$ cat config.mk
export PLATFORM = sky130hd
export DESIGN_NAME = btm_ctrl
export DESIGN_NICKNAME = d
export VERILOG_FILES = /design/src/rtl/btm_pkg.sv /design/src/rtl/btm_ctrl.sv
export SDC_FILE = /design/constraint.sdc
export NUM_CORES = 1
export LEC_CHECK = 0
export BUFFER_PORTS_ARGS = -buffer_cell sky130_fd_sc_hd__buf_2
export CORE_AREA = 10 10 47 49
export CTS_CLUSTER_DIAMETER = 120
export CTS_CLUSTER_SIZE = 30
export DETAILED_ROUTE_END_ITERATION = 7
export DIE_AREA = 0 0 57 59
export GPL_ROUTABILITY_DRIVEN = 1
export PLACE_DENSITY = 0.41
export SETUP_SLACK_MARGIN = 0.02
export SLEW_MARGIN = 40
export SYNTH_ARGS = -nofsm -noshare
export SYNTH_HDL_FRONTEND = slang
export SYNTH_SLANG_ARGS = --single-unit
$ cat constraint.sdc
create_clock -name clk -period 1.17 [get_ports clk]
set_input_delay 0 -clock clk [delete_from_list [all_inputs] [get_ports clk]]
set_output_delay 0 -clock clk [all_outputs]
set_load 0.05 [all_outputs]
$ cat src/rtl/btm_pkg.sv
// ----------------------------------------------------------------------------
// btm_pkg
// Shared types, sizes and codes of the two-symbol Turing machine step core.
// ----------------------------------------------------------------------------
package btm_pkg;

  localparam int NUM_STATES = 64;
  localparam int TAPE_LEN   = 4096;

  // Field widths of the request and response transactions
  localparam int REQ_W   = 3;
  localparam int STATE_W = 6;
  localparam int MOVE_W  = 2;
  localparam int CELL_W  = 12;
  localparam int STAT_W  = 2;

  // Storage index widths
  localparam int STATE_AW  = $clog2(NUM_STATES);
  localparam int RULE_AW   = STATE_AW + 1;
  localparam int NUM_RULES = 2 * NUM_STATES;
  localparam int TAPE_AW   = $clog2(TAPE_LEN);

  localparam logic [CELL_W-1:0] HEAD_START_RST = CELL_W'(2048);

  typedef enum logic [REQ_W-1:0] {
    REQ_ADD     = 3'd0,
    REQ_WRITE   = 3'd1,
    REQ_STEP    = 3'd2,
    REQ_READ    = 3'd3,
    REQ_RESTART = 3'd4
  } req_code_t;

  typedef enum logic [STAT_W-1:0] {
    ST_OK   = 2'd0,
    ST_DUP  = 2'd1,
    ST_HALT = 2'd2,
    ST_EDGE = 2'd3
  } status_code_t;

  localparam logic [MOVE_W-1:0] MOVE_LEFT  = 2'd0;
  localparam logic [MOVE_W-1:0] MOVE_RIGHT = 2'd2;

  typedef struct packed {
    logic [REQ_W-1:0]   req_type;
    logic [STATE_W-1:0] from_state;
    logic               match_symbol;
    logic               write_symbol;
    logic [MOVE_W-1:0]  move_dir;
    logic [STATE_W-1:0] to_state;
    logic [CELL_W-1:0]  cell_address;
    logic               cell_value;
  } req_t;

  typedef struct packed {
    logic [STAT_W-1:0]  status;
    logic [STATE_W-1:0] current_state;
    logic [CELL_W-1:0]  head_position;
    logic               seen_symbol;
    logic               is_halted;
  } rsp_t;

  // Datapath phase selected by the controller
  typedef enum logic [2:0] {
    PH_IDLE,
    PH_CLEAR,
    PH_CAPTURE,
    PH_EXEC,
    PH_RULE,
    PH_STEP
  } phase_t;

  typedef struct packed {
    phase_t phase;
  } dp_cmd_t;

  typedef struct packed {
    logic clear_last;
    logic halted;
  } dp_stat_t;

endpackage

$ cat src/rtl/btm_ctrl.sv
// ----------------------------------------------------------------------------
// btm_ctrl
// Sequencer: tape clearing pass after reset, then one transaction at a time.
// ----------------------------------------------------------------------------
module btm_ctrl
  import btm_pkg::*;
(
  input  logic             clk,
  input  logic             rst,
  input  logic             start,
  input  logic [REQ_W-1:0] req_type,
  input  dp_stat_t         stat,
  output dp_cmd_t          cmd,
  output logic             busy
);

  typedef enum logic [2:0] {
    S_CLEAR,
    S_IDLE,
    S_EXEC,
    S_RULE,
    S_STEP
  } state_t;

  state_t state;
  state_t state_next;

  always_comb begin
    state_next = state;
    cmd.phase  = PH_IDLE;
    case (state)
      S_CLEAR: begin
        cmd.phase = PH_CLEAR;
        if (stat.clear_last) begin
          state_next = S_IDLE;
        end
      end
      S_IDLE: begin
        if (start) begin
          cmd.phase  = PH_CAPTURE;
          state_next = (req_type == REQ_STEP) ? S_RULE : S_EXEC;
        end
      end
      S_EXEC: begin
        cmd.phase  = PH_EXEC;
        state_next = S_IDLE;
      end
      S_RULE: begin
        // a halted machine answers straight from the tape read
        cmd.phase  = PH_RULE;
        state_next = stat.halted ? S_IDLE : S_STEP;
      end
      S_STEP: begin
        cmd.phase  = PH_STEP;
        state_next = S_IDLE;
      end
      default: begin
        state_next = S_IDLE;
      end
    endcase
  end

  always_ff @(posedge clk) begin
    if (rst) begin
      state <= S_CLEAR;
      busy  <= 1'b1;
    end else begin
      state <= state_next;
      busy  <= (state_next != S_IDLE);
    end
  end

endmodule

==> run_results.csv <==
group,metric,value,unit
status,run_status,"completed",
global_route,grt_max_degree,11,
floorplan,design.die.area,3360,sq um
synthesis,combinational_family_with_the_most_area_after_synthesis,"simple AND/OR/NAND/NOR gates",
drt,number_of_drc_markers_in_iteration_0,5,
layout,final-seq-area,83.8,sq um
synthesis,largest_cells_by_area_after_synthesis,"sky130_fd_sc_hd__dfxtp_1 36%, sky130_fd_sc_hd__a211o_1 7.8%, sky130_fd_sc_hd__a21oi_1 6.7%",
drt,vias,263,
drt,drc_errors,0,
timing,unrepaired_setup_endpoints_after_global_routing,"yes",
synthesis,post_synth_xor_area_fraction,0,
flow_run,cap_viol_max_count,0,
drt,detailedRoute.firstPassIterationCount,4,
timing,hold_ws,0.00962,ns
cts,source_to_sink_clock_delay_at_the_later_pin_of_the_worst_skew_pair,0.23,ns
layout,final_core_utilization,0.299,
synthesis,post-synth-top-area-fraction,0.356,
layout,post_route_cells_drive_above_1_share,0.587,
global_route,grt_remaining_overflow,0,
cts,cts-root-to-sink-buffers,2,
critical_path,critPathMostFrequentCell,"sky130_fd_sc_hd__buf_6",
critical_path,required,1.17,ns
synthesis,postSynthNetCount,34,
synthesis,synth.largest_area_cell,"sky130_fd_sc_hd__dfxtp_1",
floorplan,die_height,59,microns
synthesis,post_synth_num_cell_types,18,
timing,setup-violations-final,0,
cts,cts_root_buf,"sky130_fd_sc_hd__clkbuf_4",
synthesis,yosys.area_share.simple,0.317,
layout,fin_nets,56,
synthesis,synth-seq-cells,4,
global_route,globalRouteTotalUtil,0.0402,
synthesis,yosysWarningCount,0,
layout,n_diodes,0,
cts,cts_post_setup_buffers_inserted,0,
placed_design,buffer_ports.inserted,11,
synthesis,synth.yosys.seq_area_share,0.356,
placed_design,gpl.final_weighted_congestion,0.727,
floorplan,initial_utilization,0.161,
critical_path,cell_at_the_slowest_stage_of_the_critical_path,"sky130_fd_sc_hd__dfxtp_2",
layout,layout.cell_area.non_filler,419,sq um
layout,area_growth,86.1,%
floorplan,fp-row-count,14,
drt,post_drt_via_cell_ratio,4.24,
timing,timing.final.crit_period,1.12,ns
layout,multi_input_gate_area_in_the_final_layout,163,sq um
timing,max_slew.worst_pin.slew,0.330,ns
critical_path,critical_path.max_fanout,5,
floorplan,floorplan.core_area,1400,sq um
cts,cts_tree,"done",
cts,cts_buffers,3,
pwr,p_total,0.000476,W
synthesis,synth.avg_cell_area,8.66,sq um
cts,htree_depth,1,
timing,final_number_of_max_transition_violations,0,
drt,wire_per_inst,10.4,microns
placed_design,placed_area,337,sq um
global_route,antenna_found_initial,0,
timing,finalClockSkew,0.0000403,ns
drt,routed_wirelength,647,microns
synthesis,syn_area,225,sq um
timing,min_period_over_period,0.959,
cts,cts.sink_count,4,
drt,antenna_left,0,
worst_hold_path,hp-class,"in2reg",
critical_path,worst_path_arrival,1.12,ns
global_route,wire_length_of_the_first_global_routing_pass,1.06,mm
critical_path,critPathMaxStageDelay,0.32,ns
critical_path,r2r-start,"state[0]$_SDFF_PP0_",
critical_path,end_kind,"output port",
critical_path,crit_chain,"buf_6 > nand3b_1 > a21oi_2 > buf_6",
synthesis,synthesized_area_fraction_occupied_by_ao_oa_aoi_and_oai_cells,0.278,
critical_path,worst_setup_path_startpoint,"state[1]$_SDFF_PP0_",
worst_hold_path,min_from,"rst",
floorplan,ioPinCount,12,
critical_path,timing.setup.critical_path_class,"reg2out",
layout,num-fill-cells,164,
floorplan,die_w,57,microns
critical_path,timing.critical_path.buf_inv,2,
pwr,vdd_ir_drop_max,0.448,mV
pwr,power-per-cell-area,1140,nW/um^2
cts,clk_pin_slew_worst_paths,0.03,ns
synthesis,muxShareOfSynthArea,0,
timing,max-slew-margin-rel,0.780,
critical_path,worst_path_dominant_cell_family,"flip-flops",
timing,hold_viol,0,
timing,maxClockFrequency,0.891,GHz
critical_path,crit_start_category,"flop",
global_route,first_global_vias,266,
synthesis,synth-adder-area-share,0,
pwr,cellLeakagePower,0.168,nW
synthesis,syn_inst,26,
cells in the final DEF, fill, tap and decap left out, types with 2 or more instances in the layout:
cell type,n
sky130_fd_sc_hd__a21oi_2,2
sky130_fd_sc_hd__dfxtp_2,3
sky130_fd_sc_hd__buf_2,10
sky130_fd_sc_hd__buf_6,3
sky130_fd_sc_hd__buf_4,3
sky130_fd_sc_hd__dlygate4sd3_1,2
sky130_fd_sc_hd__a211o_1,2
sky130_fd_sc_hd__clkbuf_4,3
sky130_fd_sc_hd__nand2_1,2
power breakdown:
group	switching (W)	internal, W	total [W]
clock	0.0000472	0.000114	0.000161
combinational	0.0000914	0.0000674	0.000159
sequential	0.00000687	0.000149	0.000156
total	0.000145	0.000330	0.000476
cells by family (layout without fill, tap and decap cells):
| logic type | Yosys count | count (layout) |
|---|---|---|
| buffers and inverters | 2 | 22 |
| and+or+nand+nor | 11 | 11 |
| DFF | 4 | 4 |
| AOI/OAI and AO/OA | 9 | 9 |
sequential cells by signal, indices dropped and copies added (netlist names):
name,cells
state,3
busy,1
final cells by class:
cell class | count | area share
multi-input combinational | 20 | 0.388
timing repair buffer | 18 | 0.301
sequential | 4 | 0.200
clock buffer | 3 | 0.0537
tap | 16 | 0.0478
inverter | 1 | 0.00896
path summary, 6_finish.rpt:
kind	cells after the start	endpoint	slack [ns]
min reg2reg	1	state[1]$_SDFF_PP0_	0.44
max reg2reg	3	state[0]$_SDFF_PP0_	0.05
min	2	state[0]$_SDFF_PP0_	0.01
max	4	cmd[1]	0.05
cells in the mapped netlist:
library cell and n:
sky130_fd_sc_hd__nand3b_1 1, sky130_fd_sc_hd__a21oi_1 3, sky130_fd_sc_hd__nor3b_1 1, sky130_fd_sc_hd__nor2_1 1, sky130_fd_sc_hd__nor4b_1 1, sky130_fd_sc_hd__inv_1 1
sky130_fd_sc_hd__or3b_1 1, sky130_fd_sc_hd__o22ai_1 1, sky130_fd_sc_hd__nor2b_1 1, sky130_fd_sc_hd__dfxtp_1 4, sky130_fd_sc_hd__nand2b_1 2, sky130_fd_sc_hd__o32ai_1 1
sky130_fd_sc_hd__buf_4 1, sky130_fd_sc_hd__a211o_1 2, sky130_fd_sc_hd__or3b_2 1, sky130_fd_sc_hd__a211oi_1 1, sky130_fd_sc_hd__nand2_1 2, sky130_fd_sc_hd__o21bai_1 1
worst reg2reg max path: cells and delay by family, from the launching register on:
kind,cells,cell delay (ns)
AND/OR/NAND/NOR,1,0.46
flip-flops,1,0.34
AO/OA/AOI/OAI,2,0.23
repair_timing:
| action | CTS | global route |
|---|---|---|
| pin swaps | 1 | 1 |
| gates resized for setup | 8 | 2 |
| gates cloned | 0 | 1 |
| hold buffers | 2 | 0 |
| endpoints found under the setup margin | 3 | 4 |
| endpoints found under the hold margin | 1 | 0 |
routing by layer:
| metal | wire [microns] | vias up | global-route usage |
|---|---|---|---|
| met3 | 45 | 0 | 0.0193 |
| met1 | 274 | 117 | 0.0428 |
| met5 | 0 | - | 0 |
| met4 | 0 | 0 | 0.0403 |
| met2 | 327 | 6 | 0.0558 |
| li1 | - | 140 | - |
stage by stage:
step | worst slack, ns | setup TNS (ns) | cells
final | 0.0476 | 0 | 62
after global routing | -0.00659 | -0.0130 | 62
after CTS | 0.0176 | 0 | 61
after detailed placement | -0.0419 | -0.0419 | 56
after global placement | -0.0374 | -0.0374 | 56
after floorplan | 0.000594 | 0 | 26
Power figures use the tool's default switching activity.
